--- config.mk ---
export PLATFORM = sky130hd
export DESIGN_NAME = scp_finish
export DESIGN_NICKNAME = d
export VERILOG_FILES = /design/src/rtl/core/scp_pkg.sv /design/src/rtl/core/scp_finish.sv
export SDC_FILE = /design/constraint.sdc
export NUM_CORES = 1
export LEC_CHECK = 0
export BUFFER_PORTS_ARGS = -buffer_cell sky130_fd_sc_hd__buf_4
export CELL_PAD_IN_SITES_DETAIL_PLACEMENT = 1
export CELL_PAD_IN_SITES_GLOBAL_PLACEMENT = 2
export CORE_MARGIN = 4
export CORE_UTILIZATION = 23
export CTS_CLUSTER_SIZE = 14
export DETAILED_ROUTE_END_ITERATION = 8
export PLACE_DENSITY_LB_ADDON = 0.05
export SLEW_MARGIN = 40
export SYNTH_ARGS = -nofsm -noshare
export SYNTH_HDL_FRONTEND = slang
export SYNTH_SLANG_ARGS = --single-unit
export TNS_END_PERCENT = 100
--- constraint.sdc ---
create_clock -name clk -period 0.8 [get_ports clk]
set_input_delay 0.12 -clock clk [delete_from_list [all_inputs] [get_ports clk]]
set_output_delay 0.12 -clock clk [all_outputs]
set_load 0.01 [all_outputs]
--- src/rtl/core/scp_pkg.sv ---
// ============================================================================
// scp_pkg
// Shared widths, constants and types of the scan polar-to-Cartesian converter.
// ============================================================================
package scp_pkg;

    // Field widths of the ports.
    localparam int IDX_W     = 12;
    localparam int RANGE_W   = 24;
    localparam int OUT_W     = 25;
    localparam int ANG_W     = 32;
    localparam int CFG_IDX_W = 2;

    // Configuration register indexes.
    localparam logic [CFG_IDX_W-1:0] REG_START_ANGLE = 2'd0;
    localparam logic [CFG_IDX_W-1:0] REG_ANGLE_STEP  = 2'd1;

    // Scan size; the sample index is reduced modulo this value.
    localparam int MAX_SAMPLES = 4096;

    // Default and maximum number of CORDIC iterations.
    localparam int CORDIC_STAGES_DEF = 16;
    localparam int CORDIC_STAGES_MAX = 30;

    // Modulo by a constant through a reciprocal multiply. With a 24-bit shift
    // and a rounded-up reciprocal the quotient is exact for 12-bit indexes.
    localparam int MOD_SHIFT   = 24;
    localparam int MOD_RECIP_W = 21;
    localparam int MOD_DIV_W   = 17;
    localparam int Q_W         = IDX_W + MOD_RECIP_W - MOD_SHIFT;
    localparam logic [MOD_RECIP_W-1:0] MOD_RECIP =
        MOD_RECIP_W'(((1 << MOD_SHIFT) + MAX_SAMPLES - 1) / MAX_SAMPLES);
    localparam logic [MOD_DIV_W-1:0] MOD_DIV = MOD_DIV_W'(MAX_SAMPLES);

    // CORDIC gain compensation, Q30, and the guard fraction bits.
    localparam int GAIN_W     = 30;
    localparam int GUARD_BITS = 16;
    localparam int GAIN_FRAC  = 30;
    localparam logic [GAIN_W-1:0] GAIN_Q30 = 30'h26DD3B6A;
    localparam int RK_W  = RANGE_W + GAIN_W;
    localparam int X0_W  = RK_W + 1 - (GAIN_FRAC - GUARD_BITS);

    // Datapath widths: x/y carry 16 guard bits and two bits of headroom.
    localparam int XY_W = 42;
    localparam int Z_W  = 34;

    // Angle thresholds in binary angle units.
    localparam logic signed [ANG_W-1:0] ANG_QUARTER = 32'sh4000_0000;
    localparam logic signed [ANG_W-1:0] ANG_NEG_QUARTER = -32'sh4000_0000;
    localparam logic signed [Z_W-1:0]   Z_HALF = 34'sh0_8000_0000;

    // Payload of an item inside the CORDIC pipeline.
    typedef struct packed {
        logic                   kept;
        logic                   scan_end;
        logic signed [XY_W-1:0] x;
        logic signed [XY_W-1:0] y;
        logic signed [Z_W-1:0]  z;
    } cordic_t;

    // Arc-tangent of 2^-i in binary angle units, rounded to nearest.
    function automatic logic [ANG_W-1:0] atan_turn(input int unsigned i);
        logic [ANG_W-1:0] a;
        case (i)
            0:       a = 32'h20000000;
            1:       a = 32'h12E4051E;
            2:       a = 32'h09FB385B;
            3:       a = 32'h051111D4;
            4:       a = 32'h028B0D43;
            5:       a = 32'h0145D7E1;
            6:       a = 32'h00A2F61E;
            7:       a = 32'h00517C55;
            8:       a = 32'h0028BE53;
            9:       a = 32'h00145F2F;
            10:      a = 32'h000A2F98;
            11:      a = 32'h000517CC;
            12:      a = 32'h00028BE6;
            13:      a = 32'h000145F3;
            14:      a = 32'h0000A2FA;
            15:      a = 32'h0000517D;
            16:      a = 32'h000028BE;
            17:      a = 32'h0000145F;
            18:      a = 32'h00000A30;
            19:      a = 32'h00000518;
            20:      a = 32'h0000028C;
            21:      a = 32'h00000146;
            22:      a = 32'h000000A3;
            23:      a = 32'h00000051;
            24:      a = 32'h00000029;
            25:      a = 32'h00000014;
            26:      a = 32'h0000000A;
            27:      a = 32'h00000005;
            28:      a = 32'h00000003;
            29:      a = 32'h00000001;
            default: a = '0;
        endcase
        return a;
    endfunction

endpackage

--- src/rtl/core/scp_finish.sv ---
// ============================================================================
// scp_finish
// Output register: round off the guard bits, saturate to Q14.10 and zero the
// coordinates of discarded samples.
// ============================================================================
module scp_finish
    import scp_pkg::*;
(
    input  logic                   clk,
    input  logic                   rst_n,
    input  logic                   en,
    input  logic                   in_valid,
    input  cordic_t                in_data,
    output logic                   out_valid,
    output logic signed [OUT_W-1:0] point_x,
    output logic signed [OUT_W-1:0] point_y,
    output logic                   point_kept,
    output logic                   scan_end_out
);

    localparam logic signed [XY_W-1:0] ROUND_HALF = XY_W'(1 << (GUARD_BITS - 1));
    localparam logic signed [XY_W-1:0] SAT_MAX = XY_W'((1 << (OUT_W - 1)) - 1);
    localparam logic signed [XY_W-1:0] SAT_MIN = -XY_W'(1 << (OUT_W - 1));

    logic                    valid_reg;
    logic signed [OUT_W-1:0] x_reg;
    logic signed [OUT_W-1:0] y_reg;
    logic                    kept_reg;
    logic                    end_reg;
    logic signed [OUT_W-1:0] x_next;
    logic signed [OUT_W-1:0] y_next;

    // Round half up, drop the guard bits, then clamp.
    function automatic logic signed [OUT_W-1:0] round_sat(input logic signed [XY_W-1:0] v);
        logic signed [XY_W-1:0] s;
        logic signed [OUT_W-1:0] r;
        s = (v + ROUND_HALF) >>> GUARD_BITS;
        if (s > SAT_MAX)
        begin
            r = SAT_MAX[OUT_W-1:0];
        end
        else if (s < SAT_MIN)
        begin
            r = SAT_MIN[OUT_W-1:0];
        end
        else
        begin
            r = s[OUT_W-1:0];
        end
        return r;
    endfunction

    assign x_next = in_data.kept ? round_sat(in_data.x) : '0;
    assign y_next = in_data.kept ? round_sat(in_data.y) : '0;

    // Valid bit.
    always_ff @(posedge clk or negedge rst_n)
    begin
        if (!rst_n)
        begin
            valid_reg <= 1'b0;
        end
        else if (en)
        begin
            valid_reg <= in_valid;
        end
    end

    // Payload.
    always_ff @(posedge clk)
    begin
        if (en)
        begin
            x_reg    <= x_next;
            y_reg    <= y_next;
            kept_reg <= in_data.kept;
            end_reg  <= in_data.scan_end;
        end
    end

    assign out_valid    = valid_reg;
    assign point_x      = x_reg;
    assign point_y      = y_reg;
    assign point_kept   = kept_reg;
    assign scan_end_out = end_reg;

endmodule

# Yosys cells after proc, flatten, opt, wreduce, memory -nomap -nowiden
# Cells that the tools add are included.
# totals
input_bits	124
ff_bits	53
out_inout_bits	53
wordCells	20
# op_classes
mux	4
n_addsub	2
n_bitwise	1
n_reduce_logical	2
n_lt_le_gt_ge	4
# op_table
cell	count
42-bit by 17-bit adder with 42-bit output, second input constant	2
26-bit by 25-bit greater-than comparator with 1-bit output, second input constant	2
26-bit by 25-bit less-than comparator with 1-bit output, second input constant	2
25-bit 2-to-1 mux	2
24-bit 2-to-1 mux	2
2-bit OR reduction	2
1-bit NOT	1

# Depth between registers and ports, before layout
# depth
word_depth	4
mapped_depth	8
ltp_nobuf	6

# Worst setup path after synthesis
# OpenSTA, ideal clock, no wires.
# synth_path
path_type	in2reg
start	in in_data[91] (netlist bit)
end	reg x_reg[0], in the netlist point_x[0] (data pin)
t_required_ps	530
path_buffers	2
t_arrival_ps	1605
setup_ps	270
cell_stages	8
setup_slack_ps	-1075
cell_sequence	ha_1 > nand4_1 > nor2_1 > clkbuf_1 > o211ai_1 > a21boi_2 > clkbuf_1 > o21ai_0
# synth_between
elab_chain_len	4
word_cells_on_any_way	5
cone_classes	add/sub: 1; order compare: 2; mux: 2
# synth_rtl
element	line_no	source
start: declaration	scp_finish.sv:13	input cordic_t in_data,
42-bit by 17-bit adder with 42-bit output *	scp_finish.sv:37	s = (v + ROUND_HALF) >>> GUARD_BITS;
26-bit by 25-bit less-than comparator with 1-bit output	scp_finish.sv:42	else if (s < SAT_MIN)
25-bit 2-to-1 mux	scp_finish.sv:42	
24-bit 2-to-1 mux *	scp_finish.sv:38	if (s > SAT_MAX)
end signal: assignment	scp_finish.sv:74	x_reg <= x_next;
end: declaration	scp_finish.sv:26	logic signed [OUT_W-1:0] x_reg;
# Mark *: on every way between the ends. The rest lies on a longest branch, timed or not.
# A chain may end at the register's enable or synchronous reset.

# Worst setup path in the final report
# layout_path
start	in in_data[52] (netlist bit)
end	reg y_reg[17], in the netlist point_y[17] (data pin)
# layout_between
elab_chain_len	4
word_cells_on_any_way	5
cone_classes	add/sub: 1; order compare: 2; mux: 2
# layout_rtl
element	line_no	source
42-bit by 17-bit adder with 42-bit output *	scp_finish.sv:37	
26-bit by 25-bit less-than comparator with 1-bit output	scp_finish.sv:42	
25-bit 2-to-1 mux	scp_finish.sv:42	
24-bit 2-to-1 mux *	scp_finish.sv:38	
end signal: assignment	scp_finish.sv:75	y_reg <= y_next;
end: declaration	scp_finish.sv:27	logic signed [OUT_W-1:0] y_reg;
# Marked as above.

==> results.py <==
metrics = {
    "floorplan": {
        "dieWidth_um": 125,
        "die_h_um": 125,
        "ios": 177,
        "core_um2": 13300,
        "rows": 42,
        "dieArea_um2": 15700,
        "start_util": 0.237,
    },
    "yosys": {
        "ys_seq_area_frac": 0.501,
        "synthArstFlopShare": 0.0189,
        "yosys.area_share.simple": 0.192,
        "ys.flop_type": "edfxtp_1",
        "ys_ff_latch": 53,
        "yosys.area_share.adder": 0.00791,
        "synth_warnings": 0,
        "synth_fp_nets": 422,
        "netlist_instances": 296,
        "synth_compound_area_frac": 0.125,
        "synth_edf_count": 52,
        "synth_xor_area_frac": 0.136,
        "syn_area_per_cell_um2": 10.7,
        "netlist_area_um2": 3170,
        "synthMuxAreaShare": 0.00356,
        "synth_top_family_by_area": "simple AND/OR/NAND/NOR gates",
        "synthDistinctLibCells": 41,
    },
    "global_route": {
        "grt_pass1_wl_mm": 18.6,
        "grt.overflow.total": 0,
        "grt_max_degree": 18,
        "grt_pass1_vias": 3448,
        "grt_usage": 0.150,
        "antenna_found_initial": 0,
    },
    "detailed_routing": {
        "firstDrtPassIters": 4,
        "vias": 3218,
        "via_per_inst": 4.56,
        "totalWireLength_mm": 12.0,
        "drc": 0,
        "antenna_left": 0,
        "drt_iter0_markers": 140,
        "drt-wirelength-per-cell_um": 17.0,
    },
    "critical_path": {
        "r2r_slack_ps": 40,
        "endpoint_kind": "flop",
        "critPathKind": "in -> reg",
        "required_ps": 840,
        "start_kind": "input pin",
        "critical_path_arrival_ps": 1650,
        "cp_max_fo": 11,
    },
    "timing": {
        "rsz0062_at_grt": "true",
        "setup-tns-final_ps": -42610,
        "setup_slack_ps": -809,
        "fin_crit_sh": 2.01,
        "fin_worst_skew_ps": 0,
        "fin_crit_ps": 1610,
        "hold_violations": 0,
        "maxSlewHeadroom": 0.689,
        "fmax_mhz": 622,
        "setup_viol": 103,
        "maxSlewViolCount": 0,
        "whs_ps": 14.3,
        "worst_pin_slew_ps": 466,
    },
    "clocking": {
        "cts_sinks": 53,
        "clock_latency_ps": 280,
        "clock_tree.root_cell": "clkbuf_16",
        "cts_max_path_buffers": 2,
        "cts_tree": "built",
        "numCtsBuffers": 5,
        "clk_pin_slew_worst_paths_ps": 60,
        "cts_max_level": 2,
    },
    "hold_path": {
        "hp-class": "in -> reg",
    },
    "flow_run": {
        "drv_cap": 0,
    },
    "outcome": {
        "violations": "setup timing",
        "outcome": "complete, but fails checks",
    },
    "place": {
        "placed_area_um2": 5060,
        "pre_cts_ws_ps": -1160,
        "gp_congestion": 0.759,
        "place_inst": 674,
        "portBuffers": 112,
        "hpwl_mm": 8.83,
    },
    "cells_and_area": {
        "syn_to_final_growth_pct": 92.2,
        "postLayoutCellArea_um2": 6080,
        "final_cell_mix": "buf_4 (137), buf_6 (82), edfxtp_1 (52)",
        "final_common_cell": "buf_4",
        "final_util": 0.456,
        "antenna_cells": 0,
        "num-fill-cells": 1432,
        "fin_cells": 705,
        "fin_nets": 655,
        "drive_above_1_share": 0.597,
    },
    "power": {
        "p_leak_nw": 2.46,
        "ir_drop_uv": 695,
        "p_total_mw": 7.94,
        "powerDensity_nw_per_um2": 1310,
    },
}
[state kept, by name (all words and copies together), names as in the netlist]
register	flops
point_y	25
out_valid	1
scan_end_out	1
point_x	25
point_kept	1
[metal layers]
metal,routed length [um],vias up,GRT usage
met2,5540,75,0.236
met4,171,0,0.0332
met5,0,-,0
met3,558,13,0.0350
li1,-,1581,-
met1,5700,1549,0.210
[where the power goes]
part | internal (mW) | total, mW | switching, mW
clock network | 1.14 | 2.14 | 1.00
registers | 3.35 | 3.48 | 0.131
logic | 1.34 | 2.32 | 0.978
[worst max-delay path, cell delays in order]
cell and delay (ps):
buf_8 80, nand4_4 110, or4_4 550, o41a_1 370, o311ai_4 140, buf_12 200
o21ai_1 70
[synth_stat cells, types with 2 or more instances]
library cell,count,area [um2]
xor2_1,32,280
clkbuf_1,7,26.3
edfxtp_1,52,1560
and2_1,2,12.5
o21ai_1,9,45.0
nor2_1,18,67.6
xnor2_1,17,149
nor4_1,5,31.3
o21ai_0,28,140
nand3_1,19,95.1
ha_1,2,25.0
o21ai_2,9,78.8
and4_1,2,17.5
nand2_1,17,63.8
inv_1,9,33.8
a21oi_1,2,10.0
nor3_1,7,35.0
o2111ai_1,2,17.5
and3_1,12,75.1
nand4_1,22,138
nand4_2,2,25.0
buf_2,2,10.0
[layout make-up]
type	instances	area, um2	area share
multi-input combinational	222	1790	0.295
clock buffer	6	129	0.0212
inverter	9	33.8	0.00555
sequential	53	1590	0.261
tap	176	220	0.0362
timing repair buffer	238	2320	0.381
clock inverter	1	3.75	0.000617
[path summary, 6_finish.rpt]
| path | startpoint | endpoint | cells after the start |
|---|---|---|---|
| worst min-delay path | in_data[118] | scan_end_out | 1 |
| worst max register to register | out_valid | out_valid | 1 |
| min in group asynchronous | rst_n | out_valid | 2 |
| max in group asynchronous | rst_n | out_valid | 2 |
| worst max-delay path | in_data[52] | point_y[17] | 7 |
| worst min register to register | out_valid | out_valid | 1 |
[logic make-up (layout without fill, tap and decap cells)]
group                    after synthesis  in the layout
buffers and inverters                 21            254
AO/OA/AOI/OAI                         58             58
XOR/XNOR                              49             49
AND/OR/NAND/NOR                      112            112
adder cells (fa/ha/maj)                2              2
multiplexers                           1              1
flip-flops                            53             53
[repair_timing]
action                                 4_1_cts  5_1_grt
gates cloned                                 6        0
hold buffers                                 1        0
buffers inserted                            15        4
setup endpoints to repair                  103      103
endpoints found under the hold margin        1        0
gates resized for setup                    134       33
pin swaps                                   31       14
(Power assumes the default switching activity.)
