**src/rtl/core/scp_pkg.sv**
```systemverilog
// ============================================================================
// scp_pkg
// Shared widths, constants and types of the scan polar-to-Cartesian converter.
// ============================================================================
package scp_pkg;

    // Field widths of the ports.
    localparam int IDX_W     = 12;
    localparam int RANGE_W   = 24;
    localparam int OUT_W     = 25;
    localparam int ANG_W     = 32;
    localparam int CFG_IDX_W = 2;

    // Configuration register indexes.
    localparam logic [CFG_IDX_W-1:0] REG_START_ANGLE = 2'd0;
    localparam logic [CFG_IDX_W-1:0] REG_ANGLE_STEP  = 2'd1;

    // Scan size; the sample index is reduced modulo this value.
    localparam int MAX_SAMPLES = 4096;

    // Default and maximum number of CORDIC iterations.
    localparam int CORDIC_STAGES_DEF = 16;
    localparam int CORDIC_STAGES_MAX = 30;

    // Modulo by a constant through a reciprocal multiply. With a 24-bit shift
    // and a rounded-up reciprocal the quotient is exact for 12-bit indexes.
    localparam int MOD_SHIFT   = 24;
    localparam int MOD_RECIP_W = 21;
    localparam int MOD_DIV_W   = 17;
    localparam int Q_W         = IDX_W + MOD_RECIP_W - MOD_SHIFT;
    localparam logic [MOD_RECIP_W-1:0] MOD_RECIP =
        MOD_RECIP_W'(((1 << MOD_SHIFT) + MAX_SAMPLES - 1) / MAX_SAMPLES);
    localparam logic [MOD_DIV_W-1:0] MOD_DIV = MOD_DIV_W'(MAX_SAMPLES);

    // CORDIC gain compensation, Q30, and the guard fraction bits.
    localparam int GAIN_W     = 30;
    localparam int GUARD_BITS = 16;
    localparam int GAIN_FRAC  = 30;
    localparam logic [GAIN_W-1:0] GAIN_Q30 = 30'h26DD3B6A;
    localparam int RK_W  = RANGE_W + GAIN_W;
    localparam int X0_W  = RK_W + 1 - (GAIN_FRAC - GUARD_BITS);

    // Datapath widths: x/y carry 16 guard bits and two bits of headroom.
    localparam int XY_W = 42;
    localparam int Z_W  = 34;

    // Angle thresholds in binary angle units.
    localparam logic signed [ANG_W-1:0] ANG_QUARTER = 32'sh4000_0000;
    localparam logic signed [ANG_W-1:0] ANG_NEG_QUARTER = -32'sh4000_0000;
    localparam logic signed [Z_W-1:0]   Z_HALF = 34'sh0_8000_0000;

    // Payload of an item inside the CORDIC pipeline.
    typedef struct packed {
        logic                   kept;
        logic                   scan_end;
        logic signed [XY_W-1:0] x;
        logic signed [XY_W-1:0] y;
        logic signed [Z_W-1:0]  z;
    } cordic_t;

    // Arc-tangent of 2^-i in binary angle units, rounded to nearest.
    function automatic logic [ANG_W-1:0] atan_turn(input int unsigned i);
        logic [ANG_W-1:0] a;
        case (i)
            0:       a = 32'h20000000;
            1:       a = 32'h12E4051E;
            2:       a = 32'h09FB385B;
            3:       a = 32'h051111D4;
            4:       a = 32'h028B0D43;
            5:       a = 32'h0145D7E1;
            6:       a = 32'h00A2F61E;
            7:       a = 32'h00517C55;
            8:       a = 32'h0028BE53;
            9:       a = 32'h00145F2F;
            10:      a = 32'h000A2F98;
            11:      a = 32'h000517CC;
            12:      a = 32'h00028BE6;
            13:      a = 32'h000145F3;
            14:      a = 32'h0000A2FA;
            15:      a = 32'h0000517D;
            16:      a = 32'h000028BE;
            17:      a = 32'h0000145F;
            18:      a = 32'h00000A30;
            19:      a = 32'h00000518;
            20:      a = 32'h0000028C;
            21:      a = 32'h00000146;
            22:      a = 32'h000000A3;
            23:      a = 32'h00000051;
            24:      a = 32'h00000029;
            25:      a = 32'h00000014;
            26:      a = 32'h0000000A;
            27:      a = 32'h00000005;
            28:      a = 32'h00000003;
            29:      a = 32'h00000001;
            default: a = '0;
        endcase
        return a;
    endfunction

endpackage

```
**src/rtl/core/scp_prep.sv**
```systemverilog
// ============================================================================
// scp_prep
// Front pipeline: index reduction, sample angle, gain-scaled start vector and
// quadrant fold into the CORDIC convergence range. Four register stages.
// ============================================================================
module scp_prep
    import scp_pkg::*;
(
    input  logic               clk,
    input  logic               rst_n,
    input  logic               en,
    input  logic               in_valid,
    input  logic [IDX_W-1:0]   sample_index,
    input  logic [RANGE_W-1:0] range_value,
    input  logic               range_finite,
    input  logic               scan_end_in,
    input  logic [ANG_W-1:0]   start_angle,
    input  logic [ANG_W-1:0]   angle_step,
    output logic               out_valid,
    output cordic_t            out_data
);

    // Stage 0: quotient estimate and range times gain.
    logic                          v0_reg;
    logic [IDX_W-1:0]              s0_reg;
    logic [Q_W-1:0]                q0_reg;
    logic [RK_W-1:0]               rk0_reg;
    logic                          kept0_reg;
    logic                          end0_reg;
    logic [IDX_W+MOD_RECIP_W-1:0]  quot_prod;
    logic [RK_W-1:0]               rk0_next;

    // Stage 1: reduced index and rounded start vector.
    logic                          v1_reg;
    logic [IDX_W-1:0]              idx1_reg;
    logic [X0_W-1:0]               x01_reg;
    logic                          kept1_reg;
    logic                          end1_reg;
    logic [Q_W+MOD_DIV_W-1:0]      qm;
    logic [IDX_W-1:0]              idx1_next;
    logic [RK_W:0]                 x0_sum;

    // Stage 2: index times angle step.
    logic                          v2_reg;
    logic [ANG_W-1:0]              prod2_reg;
    logic [X0_W-1:0]               x02_reg;
    logic                          kept2_reg;
    logic                          end2_reg;
    logic [IDX_W+ANG_W-1:0]        ang_prod;

    // Stage 3: angle and fold.
    logic                          v3_reg;
    cordic_t                       d3_reg;
    cordic_t                       d3_next;
    logic signed [ANG_W-1:0]       ang_sum;
    logic signed [Z_W-1:0]         ang_ext;
    logic signed [XY_W-1:0]        x0_ext;

    // Valid bits travel with the data.
    always_ff @(posedge clk or negedge rst_n)
    begin
        if (!rst_n)
        begin
            v0_reg <= 1'b0;
            v1_reg <= 1'b0;
            v2_reg <= 1'b0;
            v3_reg <= 1'b0;
        end
        else if (en)
        begin
            v0_reg <= in_valid;
            v1_reg <= v0_reg;
            v2_reg <= v1_reg;
            v3_reg <= v2_reg;
        end
    end

    // Stage 0 arithmetic.
    assign quot_prod = sample_index * MOD_RECIP;
    assign rk0_next  = range_value * GAIN_Q30;

    // Stage 1 arithmetic: remainder and rounding of r*K to guard precision.
    assign qm        = q0_reg * MOD_DIV;
    assign idx1_next = s0_reg - qm[IDX_W-1:0];
    assign x0_sum    = {1'b0, rk0_reg} + (RK_W+1)'(1 << (GAIN_FRAC - GUARD_BITS - 1));

    // Stage 2 arithmetic: product wraps modulo a full turn.
    assign ang_prod = idx1_reg * angle_step;

    // Stage 3: sample angle and fold by half a turn outside +-1/4 turn.
    assign ang_sum = $signed(start_angle + prod2_reg);
    assign ang_ext = Z_W'(ang_sum);
    assign x0_ext  = $signed({{(XY_W-X0_W){1'b0}}, x02_reg});

    always_comb
    begin
        d3_next.kept     = kept2_reg;
        d3_next.scan_end = end2_reg;
        d3_next.y        = '0;
        if (ang_sum > ANG_QUARTER)
        begin
            d3_next.x = -x0_ext;
            d3_next.z = ang_ext - Z_HALF;
        end
        else if (ang_sum < ANG_NEG_QUARTER)
        begin
            d3_next.x = -x0_ext;
            d3_next.z = ang_ext + Z_HALF;
        end
        else
        begin
            d3_next.x = x0_ext;
            d3_next.z = ang_ext;
        end
    end

    // Payload registers.
    always_ff @(posedge clk)
    begin
        if (en)
        begin
            s0_reg    <= sample_index;
            q0_reg    <= quot_prod[IDX_W+MOD_RECIP_W-1:MOD_SHIFT];
            rk0_reg   <= rk0_next;
            kept0_reg <= range_finite && (range_value != '0);
            end0_reg  <= scan_end_in;

            idx1_reg  <= idx1_next;
            x01_reg   <= x0_sum[RK_W:GAIN_FRAC-GUARD_BITS];
            kept1_reg <= kept0_reg;
            end1_reg  <= end0_reg;

            prod2_reg <= ang_prod[ANG_W-1:0];
            x02_reg   <= x01_reg;
            kept2_reg <= kept1_reg;
            end2_reg  <= end1_reg;

            d3_reg    <= d3_next;
        end
    end

    assign out_valid = v3_reg;
    assign out_data  = d3_reg;

endmodule

```
**config.mk**
```make
export PLATFORM = sky130hd
export DESIGN_NAME = scp_prep
export DESIGN_NICKNAME = d
export VERILOG_FILES = /design/src/rtl/core/scp_pkg.sv /design/src/rtl/core/scp_prep.sv
export SDC_FILE = /design/constraint.sdc
export NUM_CORES = 2
export LEC_CHECK = 0
export ABC_AREA = 1
export BUFFER_PORTS_ARGS = -buffer_cell sky130_fd_sc_hd__buf_2
export CORE_MARGIN = 2
export CORE_UTILIZATION = 55
export DETAILED_ROUTE_END_ITERATION = 7
export MAX_ROUTING_LAYER = met4
export PLACE_DENSITY = 0.84
export REMOVE_ABC_BUFFERS = 1
export SLEW_MARGIN = 10
export SYNTH_ARGS = -nofsm -noshare
export SYNTH_HDL_FRONTEND = slang
export SYNTH_SLANG_ARGS = --single-unit
```
**constraint.sdc**
```tcl
create_clock -name clk -period 6.8 [get_ports clk]
set_input_delay 0.34 -clock clk [delete_from_list [all_inputs] [get_ports clk]]
set_output_delay 0.34 -clock clk [all_outputs]
set_load 0.02 [all_outputs]
```
; Word level (Yosys, flattened, before mapping)
; Cells that the tools add are included.
[classes]
addsub = 5
n_mul = 2
magnitude_cmp = 2
reduce_logical = 2
muxes = 4
[ops]
columns = op, count
row1 = 42-bit two-way mux, 2
row2 = 34-bit two-way mux, 2
row3 = "54-bit by 14-bit adder with 55-bit output, second input constant", 1
row4 = "24-bit by 29-bit multiplier with 53-bit output, second input constant", 1
row5 = 41-bit negator with 42-bit output, 1
row6 = "32-bit by 33-bit adder with 34-bit output, second input constant", 1
row7 = "32-bit by 33-bit subtractor with 34-bit output, second input constant", 1
row8 = 32-bit adder, 1
row9 = "32-bit greater-than comparator, second input constant", 1
row10 = "32-bit by 31-bit < comparator with 1-bit output, second input constant", 1
row11 = 12-bit by 32-bit multiplier with 32-bit output, 1
row12 = 24-bit nonzero test, 1
row13 = 1-bit logical AND, 1
[totals]
word_cells = 35
reg_bits = 279

; Logic depth before layout (Yosys ltp)
[depth]
depth_word = 4
depth_mapped = 30
mapped_depth_nobuf = 30

; Least setup slack after synthesis
; Ideal clock, no wire load.
[synth_timing]
path_kind = input to register
startpoint = input port range_value[21]
endpoint = register rk0_reg[53] (data pin)
setup_ps = 253
t_arrival_ps = 5489
n_path_buf = 1
required_time_ps = 6547
setup_slack_ps = 1059
path_stages = 27
path_cell_list = ha_1 xor2_1 ha_1 or2_2 clkbuf_1 xnor2_1 inv_1 ha_1 a21o_1 fa_1 fa_1 fa_1 inv_1 fa_1 inv_1 ha_1 a21oi_1 inv_1 a21oi_1 o21ai_0 a31oi_1 nand3_1 a21o_1 nand2_1 nand2_1 nand2_1 nand2_1
[synth_between]
elab_chain_cells = 1
[synth_rtl]
columns = item, line
row1 = "start, declared", scp_prep.sv:14  ; input logic [RANGE_W-1:0] range_value,
row2 = 24-bit by 29-bit multiplier with 53-bit output, scp_prep.sv:80  ; assign rk0_next = range_value * GAIN_Q30;
row3 = via rk0_next[53], scp_prep.sv:31  ; logic [RK_W-1:0] rk0_next;
row4 = "end signal, assigned", scp_prep.sv:124  ; rk0_reg <= rk0_next;
row5 = "end, declared", scp_prep.sv:27  ; logic [RK_W-1:0] rk0_reg;
; The timed path passes the listed nets, and every way through them passes these cells.
; A chain may end at the register's enable or synchronous reset.

; Worst setup path in the final report
[layout_timing]
startpoint = register idx1_reg[4]
endpoint = register prod2_reg[20] (data pin)
[layout_between]
elab_chain_cells = 1
[layout_rtl]
columns = item, line
row1 = "start, declared", scp_prep.sv:35  ; logic [IDX_W-1:0] idx1_reg;
row2 = "start signal, assigned", scp_prep.sv:128  ; idx1_reg <= idx1_next;
row3 = 12-bit by 32-bit multiplier with 32-bit output, scp_prep.sv:88  ; assign ang_prod = idx1_reg * angle_step;
row4 = via ang_prod[20], scp_prep.sv:49  ; logic [IDX_W+ANG_W-1:0] ang_prod;
row5 = "end signal, assigned", scp_prep.sv:133  ; prod2_reg <= ang_prod[ANG_W-1:0];
row6 = "end, declared", scp_prep.sv:45  ; logic [ANG_W-1:0] prod2_reg;
; The timed path passes the listed nets, and every way through them passes these cells.

==> results.toml <==
[status]
outcome = "completed"

[cts]
h-tree-depth = 1
hold_buffers = 15
post_cts_buffers = 0
clk_path_buf_depth = 3
path_clk_slew_ns = 0.06
cts_num_sinks = 266
numCtsBuffers = 28
cts_root_buffer = "clkbuf_16"
clkLatencyLatePin_ns = 0.58
cts_tree = "built"
cts_resized = 0

[detailed_routing]
drc_errors = 0
vias_per_cell = 5.28
drt-initial-drc-count = 2074
avgRoutedWirePerCell_um = 17.5
vias = 27300
wl_met2_um = 42100
highest_layer = "met4"
wl_met3_um = 6890
m1WireLength_um = 37500
routed_wl_um = 90300
dr.pass1.iters = 6
drtAntennaViolNets = 0

[worst_setup_path]
cp_max_fo = 19
endpoint_kind = "flop"
cpMaxStageDelayCell = "edfxtp_1"
cp.arrival_ns = 6.36
max_stage_delay_ns = 0.92
crit_type = "reg2reg"
path_common_cell = "fa_1"
crit_required_ns = 7.12
startpoint_type = "flop"
path_cells = "nand2_1, fa_1, inv_1, fa_1, fa_1, fa_1, fa_1, ha_1, a21oi_1, o21ai_0, a21oi_1, o21ai_0, a21oi_1, o21ai_0, nand3_1, nand2_1, xor2_1"

[yosys]
synth-simple-area-share_pct = 16.9
synthAdderAreaFrac_pct = 40.7
synth_top_flop_cell = "edfxtp_1"
synth-compound-area-share_pct = 3.74
synth-edff-count = 262
yosysWarnings = 0
synth_seq_cells = 266
synthMuxAreaShare_pct = 0
syn_avg_cell_area_um2 = 8.76
synth.top_cell.area_share_pct = 29.2
netlist_top_cells_area = "fa_1, edfxtp_1, ha_1"
ys_seq_area_share_pct = 22.1
synth_top_cell_by_area = "fa_1"
synth_xor_area_share_pct = 4.42
netlist_instances = 4115
async_reset_ff_share_pct = 1.50
synth_top_family_by_area = "adder cells"
synth_area_um2 = 36000
ys_types = 52

[hold_path]
hold_path_class = "in2async"

[flow_run]
drv_cap = 0

[cells_and_area]
largest_register_ffs = 77
drive_gt1_share_pct = 6.53
area_delta_synth_final_pct = 7.62
nets = 5245

[timing]
finalCritPeriodShare_pct = 88.9
relSlewSlack_pct = 27.6
finalHoldViolCount = 0
fin_tns_setup_ns = 0
fmaxAchievable_mhz = 165
setup_viol = 0
drv_slew = 0
finalCriticalPeriod_ns = 6.04
worstMarginPinSlew_ns = 1.09
rsz0062_at_grt = "no"
finClkSkew_ns = 0.0157

[global_route]
grt_max_degree = 201
grt_usage_pct = 28.4
grt-ovfl-total = 0
first_global_vias = 28000
grt_pass1_wl_um = 146000
antenna_found_initial = 3

[floorplanning]
die_h_um = 260
rows = 93
dieArea_um2 = 67600
num_io_pins = 227
die_w_um = 260
start_util_pct = 55.8
core_um2 = 64600

[placed_design]
dp_hpwl_um = 76800
io_buffers = 184
gp_congestion = 1.05
## worst paths after layout
| check | startpoint | end | slack (ns) | cells after the start |
|---|---|---|---|---|
| max | idx1_reg[4] | prod2_reg[20] | 0.76 | 17 |
| min | rst_n | out_valid | 0.1 | 2 |
| max reg2reg | idx1_reg[4] | prod2_reg[20] | 0.76 | 17 |
| min reg2reg | s0_reg[6] | idx1_reg[6] | 0.41 | 0 |
| max in group asynchronous | rst_n | v2_reg | 6.58 | 2 |
| min in group clk | start_angle[0] | out_data[0] | 0.10 | 2 |
## cells in the final DEF (no fill, tap or decap), drive strengths merged, types with 44 or more instances in the layout
cell type  synthesis  routed
nor3              44      44
nand2            952     952
xor2             123     123
a21oi            116     116
o21ai             67      67
xnor2             59      59
ha               332     332
nand3            161     161
fa               526     526
buf               65     207
inv              981     983
edfxtp           262     262
nor2             201     201
## Yosys cell counts (all sizes together), types with 2 or more instances
| cell | count |
|---|---|
| fa | 526 |
| inv | 981 |
| a21o | 18 |
| xor2 | 123 |
| o21bai | 4 |
| o2111ai | 2 |
| o31ai | 3 |
| o211ai | 4 |
| nand3b | 14 |
| dfrtp | 4 |
| a21oi | 116 |
| clkbuf | 62 |
| and2 | 5 |
| nand4 | 42 |
| nor4 | 27 |
| xnor2 | 59 |
| o21ai | 67 |
| edfxtp | 262 |
| o21a | 9 |
| nand3 | 161 |
| buf | 65 |
| a21boi | 3 |
| nand2 | 952 |
| nor3 | 44 |
| ha | 332 |
| or2 | 8 |
| a31oi | 10 |
| nor2 | 201 |
## cell families (layout without fill, tap and decap cells)
logic type	count (synthesis)	count (layout)
AND/OR/NAND/NOR	1458	1458
other	1	45
adder cells (fa/ha/maj)	858	858
XOR/XNOR	182	182
AO/OA/AOI/OAI	241	241
buffers and inverters	1109	1256
flip-flops	266	266
## worst max-delay path, delay by kind of cell, from the launching register on
kind                     cells  cell delay (ns)
buffers and inverters        1             0.06
XOR/XNOR                     1             0.15
AO/OA/AOI/OAI                6             1.47
AND/OR/NAND/NOR              3             0.37
adder cells (fa/ha/maj)      6             2.80
flip-flops                   1             0.92
## metal layers
metal	vias to the layer above	GRT usage, %
li1	12900	-
met1	13100	37.1
met2	1101	45.3
met3	227	3.89
met4	0	10.3
met5	-	-
## area by class of cell
type,count,area [um2]
fill,5452,25800
timing repair buffer,222,1270
multi-input combinational,2781,23900
sequential,266,7970
clock buffer,35,737
clock inverter,17,191
tap,855,1070
inverter,982,3690
antenna,3,7.51
## metrics by stage
| stage | hold WS, ns | util (%) | worst slack (ns) | cells | cell area (um2) |
|---|---|---|---|---|---|
| after floorplan | 0.0444 | - | 1.10 | 4029 | 35500 |
| after global placement | 0.146 | 58.4 | 0.349 | 5091 | 37700 |
| after detailed placement | 0.150 | 58.4 | 0.249 | 5091 | 37700 |
| after CTS | 0.0772 | 60.1 | 0.853 | 5158 | 38800 |
| after global routing | 0.0916 | 60.1 | 0.403 | 5159 | 38800 |
| final | 0.0972 | 60.1 | 0.756 | 5161 | 38800 |
Power is left out: the tool's default activity adds up to more than one toggle a clock period on the data nets, which glitch-free logic cannot reach.
