===== src/rtl/core/scp_pkg.sv =====
// ============================================================================
// scp_pkg
// Shared widths, constants and types of the scan polar-to-Cartesian converter.
// ============================================================================
package scp_pkg;

    // Field widths of the ports.
    localparam int IDX_W     = 12;
    localparam int RANGE_W   = 24;
    localparam int OUT_W     = 25;
    localparam int ANG_W     = 32;
    localparam int CFG_IDX_W = 2;

    // Configuration register indexes.
    localparam logic [CFG_IDX_W-1:0] REG_START_ANGLE = 2'd0;
    localparam logic [CFG_IDX_W-1:0] REG_ANGLE_STEP  = 2'd1;

    // Scan size; the sample index is reduced modulo this value.
    localparam int MAX_SAMPLES = 4096;

    // Default and maximum number of CORDIC iterations.
    localparam int CORDIC_STAGES_DEF = 16;
    localparam int CORDIC_STAGES_MAX = 30;

    // Modulo by a constant through a reciprocal multiply. With a 24-bit shift
    // and a rounded-up reciprocal the quotient is exact for 12-bit indexes.
    localparam int MOD_SHIFT   = 24;
    localparam int MOD_RECIP_W = 21;
    localparam int MOD_DIV_W   = 17;
    localparam int Q_W         = IDX_W + MOD_RECIP_W - MOD_SHIFT;
    localparam logic [MOD_RECIP_W-1:0] MOD_RECIP =
        MOD_RECIP_W'(((1 << MOD_SHIFT) + MAX_SAMPLES - 1) / MAX_SAMPLES);
    localparam logic [MOD_DIV_W-1:0] MOD_DIV = MOD_DIV_W'(MAX_SAMPLES);

    // CORDIC gain compensation, Q30, and the guard fraction bits.
    localparam int GAIN_W     = 30;
    localparam int GUARD_BITS = 16;
    localparam int GAIN_FRAC  = 30;
    localparam logic [GAIN_W-1:0] GAIN_Q30 = 30'h26DD3B6A;
    localparam int RK_W  = RANGE_W + GAIN_W;
    localparam int X0_W  = RK_W + 1 - (GAIN_FRAC - GUARD_BITS);

    // Datapath widths: x/y carry 16 guard bits and two bits of headroom.
    localparam int XY_W = 42;
    localparam int Z_W  = 34;

    // Angle thresholds in binary angle units.
    localparam logic signed [ANG_W-1:0] ANG_QUARTER = 32'sh4000_0000;
    localparam logic signed [ANG_W-1:0] ANG_NEG_QUARTER = -32'sh4000_0000;
    localparam logic signed [Z_W-1:0]   Z_HALF = 34'sh0_8000_0000;

    // Payload of an item inside the CORDIC pipeline.
    typedef struct packed {
        logic                   kept;
        logic                   scan_end;
        logic signed [XY_W-1:0] x;
        logic signed [XY_W-1:0] y;
        logic signed [Z_W-1:0]  z;
    } cordic_t;

    // Arc-tangent of 2^-i in binary angle units, rounded to nearest.
    function automatic logic [ANG_W-1:0] atan_turn(input int unsigned i);
        logic [ANG_W-1:0] a;
        case (i)
            0:       a = 32'h20000000;
            1:       a = 32'h12E4051E;
            2:       a = 32'h09FB385B;
            3:       a = 32'h051111D4;
            4:       a = 32'h028B0D43;
            5:       a = 32'h0145D7E1;
            6:       a = 32'h00A2F61E;
            7:       a = 32'h00517C55;
            8:       a = 32'h0028BE53;
            9:       a = 32'h00145F2F;
            10:      a = 32'h000A2F98;
            11:      a = 32'h000517CC;
            12:      a = 32'h00028BE6;
            13:      a = 32'h000145F3;
            14:      a = 32'h0000A2FA;
            15:      a = 32'h0000517D;
            16:      a = 32'h000028BE;
            17:      a = 32'h0000145F;
            18:      a = 32'h00000A30;
            19:      a = 32'h00000518;
            20:      a = 32'h0000028C;
            21:      a = 32'h00000146;
            22:      a = 32'h000000A3;
            23:      a = 32'h00000051;
            24:      a = 32'h00000029;
            25:      a = 32'h00000014;
            26:      a = 32'h0000000A;
            27:      a = 32'h00000005;
            28:      a = 32'h00000003;
            29:      a = 32'h00000001;
            default: a = '0;
        endcase
        return a;
    endfunction

endpackage


===== src/rtl/core/scp_cordic_stage.sv =====
// ============================================================================
// scp_cordic_stage
// One registered rotation-mode CORDIC iteration with a fixed shift.
// ============================================================================
module scp_cordic_stage
    import scp_pkg::*;
#(
    parameter int STAGE = 0
)
(
    input  logic    clk,
    input  logic    rst_n,
    input  logic    en,
    input  logic    in_valid,
    input  cordic_t in_data,
    output logic    out_valid,
    output cordic_t out_data
);

    localparam logic signed [Z_W-1:0] ATAN =
        $signed({{(Z_W-ANG_W){1'b0}}, atan_turn(STAGE)});

    logic                   valid_reg;
    cordic_t                data_reg;
    cordic_t                data_next;
    logic signed [XY_W-1:0] dx;
    logic signed [XY_W-1:0] dy;

    // Rotate toward zero residual angle; shifts are arithmetic.
    assign dx = in_data.y >>> STAGE;
    assign dy = in_data.x >>> STAGE;

    always_comb
    begin
        data_next.kept     = in_data.kept;
        data_next.scan_end = in_data.scan_end;
        if (!in_data.z[Z_W-1])
        begin
            data_next.x = in_data.x - dx;
            data_next.y = in_data.y + dy;
            data_next.z = in_data.z - ATAN;
        end
        else
        begin
            data_next.x = in_data.x + dx;
            data_next.y = in_data.y - dy;
            data_next.z = in_data.z + ATAN;
        end
    end

    // Valid bit.
    always_ff @(posedge clk or negedge rst_n)
    begin
        if (!rst_n)
        begin
            valid_reg <= 1'b0;
        end
        else if (en)
        begin
            valid_reg <= in_valid;
        end
    end

    // Payload.
    always_ff @(posedge clk)
    begin
        if (en)
        begin
            data_reg <= data_next;
        end
    end

    assign out_valid = valid_reg;
    assign out_data  = data_reg;

endmodule


===== config.mk =====
export PLATFORM = sky130hd
export DESIGN_NAME = scp_cordic_stage
export DESIGN_NICKNAME = d
export VERILOG_FILES = /design/src/rtl/core/scp_pkg.sv /design/src/rtl/core/scp_cordic_stage.sv
export SDC_FILE = /design/constraint.sdc
export NUM_CORES = 1
export LEC_CHECK = 0
export BUFFER_PORTS_ARGS = -buffer_cell sky130_fd_sc_hd__buf_2
export CAP_MARGIN = 40
export CORE_MARGIN = 3
export CORE_UTILIZATION = 35
export DETAILED_ROUTE_END_ITERATION = 16
export HOLD_SLACK_MARGIN = 0.03
export SYNTH_ARGS = -nofsm -noshare
export SYNTH_HDL_FRONTEND = slang
export SYNTH_SLANG_ARGS = --single-unit
export TNS_END_PERCENT = 50

===== constraint.sdc =====
create_clock -name clk -period 1 [get_ports clk]
set_input_delay 0.2 -clock clk [delete_from_list [all_inputs] [get_ports clk]]
set_output_delay 0.2 -clock clk [all_outputs]
set_load 0.01 [all_outputs]

## Word-level counts from Yosys, hierarchy flattened

Cells that the tools add are included.

- Flip-flop bits (word level): 121
- Input port bits: 124
- Word-level logic and storage cells: 12

- Add/sub/neg operators: 5
- Muxes and demuxes: 1

Operators by type and width:

| operator | number |
|---|---|
| two-way mux 118 bit | 1 |
| subtractor 42 bit | 2 |
| adder 42 bit | 1 |
| adder 34 x 31 -> 34 bit (second input constant) | 1 |
| subtractor 34 x 31 -> 34 bit (second input constant) | 1 |

## Longest topological paths before layout

Gate-level depths: netlist of the first run.

- Word-level depth: 2
- Gate-level depth with buffers: 13
- Depth with buffers taken out: 12

## Worst setup path before layout of the first run

No wires, ideal clock.

- Path type: input to register
- From: input in_data[34] (netlist bit)
- To: register data_reg, in the netlist out_data[112] (data pin)
- Library setup time: 267 ps
- Data arrival time: 2,379 ps
- Path slack: -1,646 ps
- Cell stages on the path: 11
- Buffers on the path: 0
- Cell sequence: ha_1 -> fa_1 -> nand2b_1 -> a21oi_1 -> o31ai_1 -> o41ai_2 -> o211a_1 -> o2111ai_1 -> nand2_1 -> a31o_2 -> xnor2_1

RTL lines:

| item | line | source |
|---|---|---|
| from (decl) | scp_cordic_stage.sv:15 | `input cordic_t in_data,` |
| to (signal assigned) | scp_cordic_stage.sv:69 | `data_reg <= data_next;` |
| to (decl) | scp_cordic_stage.sv:24 | `cordic_t data_reg;` |

==> results.toml, run 1 <==
[logic_synthesis]
yosysUniqueCellTypes = 80
netlist_instances = 1390
synthArstFlopShare_pct = 0.8333
synth_seq_area_share_pct = 30.59
synth_warnings = 0
ys_ff_latch = 120
postSynthAreaPerCell_um2 = 8.464
syn_nets = 1644
synth_flop_cell = "edfxtp_1"
synth_edf_count = 119
syn_area_um2 = 11770

[finish]
final_util_pct = 66.80
fin_nets = 2528
antenna_cells = 0
final_cell_mix = "buf_4, buf_2, edfxtp_1"
drive_gt1_share_pct = 56.01
fill_cells = 2706
layout_commonest_cell = "buf_4"
syn_to_final_growth_pct = 86.62
final_cells = 2729

[placed_design]
portBuffers = 244
place_congestion = 0.9898
dp_cells = 2585
dpl.hpwl_um = 42100

[route]
firstDrtPassIters = 5
ant_nets = 0
via_per_inst = 5.332
drc = 0
wl_per_cell_um = 20.10
routed_wl_um = 54840
dr_total_vias = 14551
first_iter_violations = 1074

[global_routing]
grt_use_met3_pct = 4.499
met1_usage_pct = 38.22
grt_start_max_net_pins = 34
gr-total-overflow = 0
grtUsageTotal_pct = 29.15
met2_usage_pct = 49.18
busiest_layer = "met2"
grt_pass1_vias = 14655
grt_pass1_wl_um = 81610
antenna_found_initial = 1

[worst_setup_path]
cp_slowest_cell = "nor4_4"
end_kind = "flip-flop"
cpLargestDelayFamily = "compound AO/OA/AOI/OAI gates"
cpMostUsedCell = "o31a_1"
max_stage_delay_ns = 0.38
critPathKind = "input pin to flip-flop"
crit_chain = "buf_8 > ha_4 > nor4_4 > o21ai_1 > nor3_2 > nor3_4 > o31a_1 > o31a_1 > o31a_1 > o22ai_2 > xnor2_1"
reg2reg_depth = 1
cp.depth = 11
cp-start-kind = "input pin"
critPathBufInv = 1
cp_max_fo = 5
arrival_ns = 2.73
required_ns = 1.19

[clocking]
clk_pin_slew_ns = 0.07
clockRootBuffer = "clkbuf_16"
cts_buffers = 17
cts.sinks = 120
cts_max_level = 4
cts_tree = "built"
clock_latency_ns = 0.43
cts_max_path_buffers = 2

[power]
p_per_area_nw_per_um2 = 1165
power_leakage_nw = 9.792
ir_worst_vdd_v = 0.001233

[timing]
fin_crit_ns = 2.545
period_share_pct = 254.5
hold_viol_final = 0
clock_skew_ns = 0
slew_headroom_pct = 55.02
setup_violations = 206
rsz0062_at_grt = "true"
worst_slack_ns = -1.545
finalMaxSlewViolations = 0
tightest_slew_ns = 0.6685
fmax_mhz = 393.0

[die]
dieArea_um2 = 35850
die_w_um = 189.3
num_rows = 66
coreArea_um2 = 32870
io_pins = 245
start_util_pct = 35.80
fp.dieH_um = 189.3

[status]
status = "complete, but fails checks"
violations = "negative setup slack"

[worst_hold_path]
min_path_type = "input pin to asynchronous set/reset pin"

[run]
max_cap_viol_count = 0
registers in the layout (all words and copies together), names as in the netlist:
signal / flops
out_data: 119
out_valid: 1
where the power goes:
part | total (mW) | switching [mW] | internal, mW | leakage [nW]
clock | 5.96 | 2.74 | 3.22 | 0.255
sequential | 6.70 | 0.204 | 6.50 | 1.18
combinational | 12.9 | 6.57 | 6.34 | 8.36
total | 25.6 | 9.51 | 16.1 | 9.79
routing by layer:
| metal | vias up | wire length [um] | part of all wire (%) |
|---|---|---|---|
| met5 | - | 13 | 0.024 |
| met4 | 2 | 1758 | 3.2 |
| met3 | 117 | 3520 | 6.4 |
| met2 | 600 | 25850 | 47 |
| met1 | 6980 | 23700 | 43 |
| li1 | 6852 | - | - |
synth_stat cells, types with 5 or more instances:
master / count / area share (%)
mux2i_1: 18 / 1.5
a21o_1: 13 / 0.83
o221ai_1: 9 / 0.67
a211o_1: 8 / 0.60
o31a_1: 8 / 0.60
o21bai_1: 37 / 2.4
buf_1: 7 / 0.22
xor2_1: 8 / 0.60
o21ai_1: 9 / 0.38
nand2b_1: 19 / 1.0
nand3_1: 26 / 1.1
o31ai_1: 22 / 1.4
buf_2: 14 / 0.60
edfxtp_1: 119 / 30
o21ai_0: 94 / 4.0
nor2_1: 100 / 3.2
clkbuf_1: 42 / 1.3
xnor2_1: 68 / 5.1
and4_1: 12 / 0.89
nor3_1: 24 / 1.0
o211ai_1: 12 / 0.77
nor4_1: 7 / 0.37
nand2_1: 78 / 2.5
inv_1: 124 / 4.0
a31oi_1: 17 / 0.90
nand4_1: 23 / 1.2
a21oi_1: 189 / 8.0
nand3b_1: 5 / 0.32
clkinv_1: 9 / 0.29
o211a_1: 5 / 0.43
and2_1: 9 / 0.48
a211oi_1: 17 / 1.1
o21a_1: 13 / 0.83
ha_1: 126 / 13
nor2b_1: 16 / 0.85
cells by family (layout without fill, tap and decap cells):
logic type / Yosys count / in the layout / synth area share, %
AOI/OAI and AO/OA: 503 / 503 / 26.89
xor gates and xnor gates: 76 / 76 / 5.658
adders and majority gates: 130 / 130 / 14.08
buffers and inverters: 200 / 1097 / 6.594
DFF: 120 / 120 / 30.59
muxes: 19 / 19 / 1.627
and+or+nand+nor: 342 / 342 / 14.57
what timing repair did:
item | in CTS | in global routing
resized for setup | 382 | 179
endpoints found under the setup margin | 206 | 207
buffers inserted | 58 | 48
hold buffers | 33 | 0
endpoints found under the hold margin | 33 | 0
pin swaps | 156 | 122
worst paths after layout:
check | start | endpoint | slack [ns]
worst min register to register | out_valid | out_valid | 0.57
worst max register to register | out_valid | out_valid | 0.22
worst min-delay path | rst_n | out_valid | 0.08
worst max-delay path | in_data[88] | out_data[69] | -1.54
min in group clk | in_data[29] | out_data[29] | 0.15
max in group asynchronous | rst_n | out_valid | 0.84
layout make-up:
class                      instances  area [um^2]  area share [%]
inverter                         135        563.0           2.564
clock inverter                    14        113.9          0.5186
timing repair buffer             930         7076           32.23
tap                              442        553.0           2.519
sequential                       120         3598           16.39
multi-input combinational       1070         9623           43.83
clock buffer                      18        429.2           1.955
per-stage QoR:
step	TNS (ns)	hold WS [ns]	power, mW	cell area, um^2	worst slack [ns]
2_1_floorplan	-94.57	-0.09559	11.46	12200	-1.508
3_3_place_gp	-140.87	-0.02561	16.83	18070	-2.138
3_5_place_dp	-142.75	-0.02332	16.90	18070	-2.151
4_1_cts	-108.74	0.06081	24.55	20980	-1.463
5_1_grt	-121.31	0.07859	26.72	21960	-1.610
6_report	-112.59	0.08128	25.57	21960	-1.545
No activity file was read; power rests on OpenSTA's default activity.
==> inputs of run 2 (changes only) <==
--- a/config.mk
+++ b/config.mk
@@ -5,12 +5,13 @@
 export SDC_FILE = /design/constraint.sdc
 export NUM_CORES = 1
 export LEC_CHECK = 0
-export BUFFER_PORTS_ARGS = -buffer_cell sky130_fd_sc_hd__buf_2
 export CAP_MARGIN = 40
 export CORE_MARGIN = 3
 export CORE_UTILIZATION = 35
 export DETAILED_ROUTE_END_ITERATION = 16
+export DONT_BUFFER_PORTS = 1
 export HOLD_SLACK_MARGIN = 0.03
+export PLACE_DENSITY_LB_ADDON = 0.1
 export SYNTH_ARGS = -nofsm -noshare
 export SYNTH_HDL_FRONTEND = slang
 export SYNTH_SLANG_ARGS = --single-unit
==> constraint.sdc (replaced) <==
create_clock -name clk -period 2.1 [get_ports clk]
set_input_delay 0.42 -clock clk [delete_from_list [all_inputs] [get_ports clk]]
set_output_delay 0.42 -clock clk [all_outputs]
set_load 0.01 [all_outputs]
==> results.toml, run 2 (same netlist as run 1, synthesis figures left out) <==
[timing]
fin_crit_ns = 2.651
setup_violations = 57
worst_slack_ns = -0.5512
fin_tns_setup_ns = -18.47
period_share_pct = 126.2
slew_headroom_pct = 55.98
rsz0062_at_grt = "true"
clock_skew_ns = 0
hold_viol_final = 0
finalMaxSlewViolations = 0
tightest_slew_ns = 0.6542
fmax_mhz = 377.2

[clocking]
clock_latency_ns = 0.43
clockRootBuffer = "clkbuf_16"
cts_buffers = 17
cts_tree = "built"
cts_max_level = 4
clk_pin_slew_ns = 0.07
cts.sinks = 120
cts_max_path_buffers = 2

[worst_hold_path]
hold_end = "out_data[9]"
min_path_type = "input pin to flip-flop"
worstHoldPathCells = 0
hold_start = "in_data[9]"

[worst_setup_path]
cpMostUsedCell = "o31a_1"
cp_max_fo = 4
r2r_start = "out_valid"
cp-start-kind = "input pin"
critPathKind = "input pin to flip-flop"
crit_chain = "inv_8 > ha_4 > nor4_4 > o21ai_1 > nor3_2 > nor3_4 > o31a_1 > o31a_1 > buf_4 > o31a_1 > o22ai_2 > xnor2_1"
cpLargestDelayFamily = "compound AO/OA/AOI/OAI gates"
critPathBufInv = 2
required_ns = 2.27
arrival_ns = 2.83
end_kind = "flip-flop"
reg2reg_depth = 1
rrSetupSlack_ns = 1.31
cp_slowest_cell = "o31a_1"
crit_start = "in_data[45]"
reg2reg_to = "out_valid"
max_stage_delay_ns = 0.37

[route]
firstDrtPassIters = 5
routed_wl_um = 48240
first_iter_violations = 1044
dr_total_vias = 12457
ant_nets = 0
drc = 0
via_per_inst = 5.393
wl_per_cell_um = 20.88

[status]
violations = "negative setup slack"
status = "complete, but fails checks"

[die]
num_rows = 66
fp.dieH_um = 189.3
coreArea_um2 = 32870
dieArea_um2 = 35850
start_util_pct = 35.80
die_w_um = 189.3
io_pins = 245

[finish]
antenna_cells = 0
final_cells = 2310
syn_to_final_growth_pct = 55.30
layout_commonest_cell = "buf_4"
final_util_pct = 55.59
fin_nets = 2109
fill_cells = 3073
largest_reg_flops = 119
design_area_um2 = 18270
final_cell_mix = "buf_4, a21oi_1, edfxtp_1"
drive_gt1_share_pct = 42.77

[placed_design]
dpl.hpwl_um = 37840
place_area_um2 = 15960
portBuffers = 0
place_congestion = 0.9476
dp_cells = 2235

[power]
p_per_area_nw_per_um2 = 606.3
ir_worst_vdd_v = 0.0005673
power_leakage_nw = 7.729

[run]
max_cap_viol_count = 0

[global_routing]
grt_pass1_vias = 12625
gr-total-overflow = 0
antenna_found_initial = 0
grt_pass1_wl_um = 72400
grt_start_max_net_pins = 121
grtUsageTotal_pct = 26.03
[run 2: changes by cell type in the layout (fill, tap and decap cells not counted), sizes merged]
cell	previous run	this run
buf	897	510
dlygate4sd3	33	1
clkinvlp	6	1
inv	132	136
bufinv	0	2
clkbuf	18	17
[run 2: how the worst max path moves through the flow]
stage / slack, ns / endpoint / cells after the start
2_1_floorplan: -0.63 / out_data[116] / 11
3_3_place_gp: -1.13 / out_data[116] / 11
3_5_place_dp: -1.13 / out_data[116] / 13
4_1_cts: -0.62 / out_data[73] / 11
5_1_grt: -0.61 / out_data[73] / 12
6_report: -0.55 / out_data[73] / 12
[run 2: timing repair]
action	in CTS	in global routing
buffers inserted	34	20
gates resized for setup	214	107
pin swaps	109	68
hold buffers	1	0
setup endpoints to repair	66	67
endpoints found under the hold margin	1	0
[run 2: layer usage]
| metal | track usage (%) | part of all wire (%) | up-vias |
|---|---|---|---|
| met1 | 34.41 | 44 | 5921 |
| met3 | 7.110 | 8.0 | 67 |
| li1 | - | - | 6001 |
| met5 | 0 | 0 | - |
| met2 | 41.92 | 45 | 468 |
| met4 | 7.307 | 2.4 | 0 |
[run 2: stage by stage]
stage | worst slack [ns] | power [mW] | hold WS [ns]
6_report | -0.5512 | 11.08 | 0.07560
5_1_grt | -0.6132 | 11.60 | 0.05151
4_1_cts | -0.6233 | 10.87 | 0.05345
3_5_place_dp | -1.131 | 7.296 | 0.1244
3_3_place_gp | -1.133 | 7.306 | 0.1244
2_1_floorplan | -0.6282 | 5.456 | 0.1244
[run 2: where the power goes]
group          leakage (nW)  internal, mW  total (mW)  switching [mW]
Combinational          6.26          2.21        4.52            2.31
Clock                 0.294          1.80        3.12            1.32
Sequential             1.18          3.12        3.44           0.320
[run 2: cell type report]
type                    count  area (um^2)  share of cell area (%)
multi-input cells        1070         8951                   48.99
repair buffers            511         3993                   21.85
flip-flops and latches    120         3598                   19.69
inverters                 135        573.1                   3.136
well taps                 442        553.0                   3.027
clock buffers              17        425.4                   2.328
clock inverters            15        177.7                  0.9724
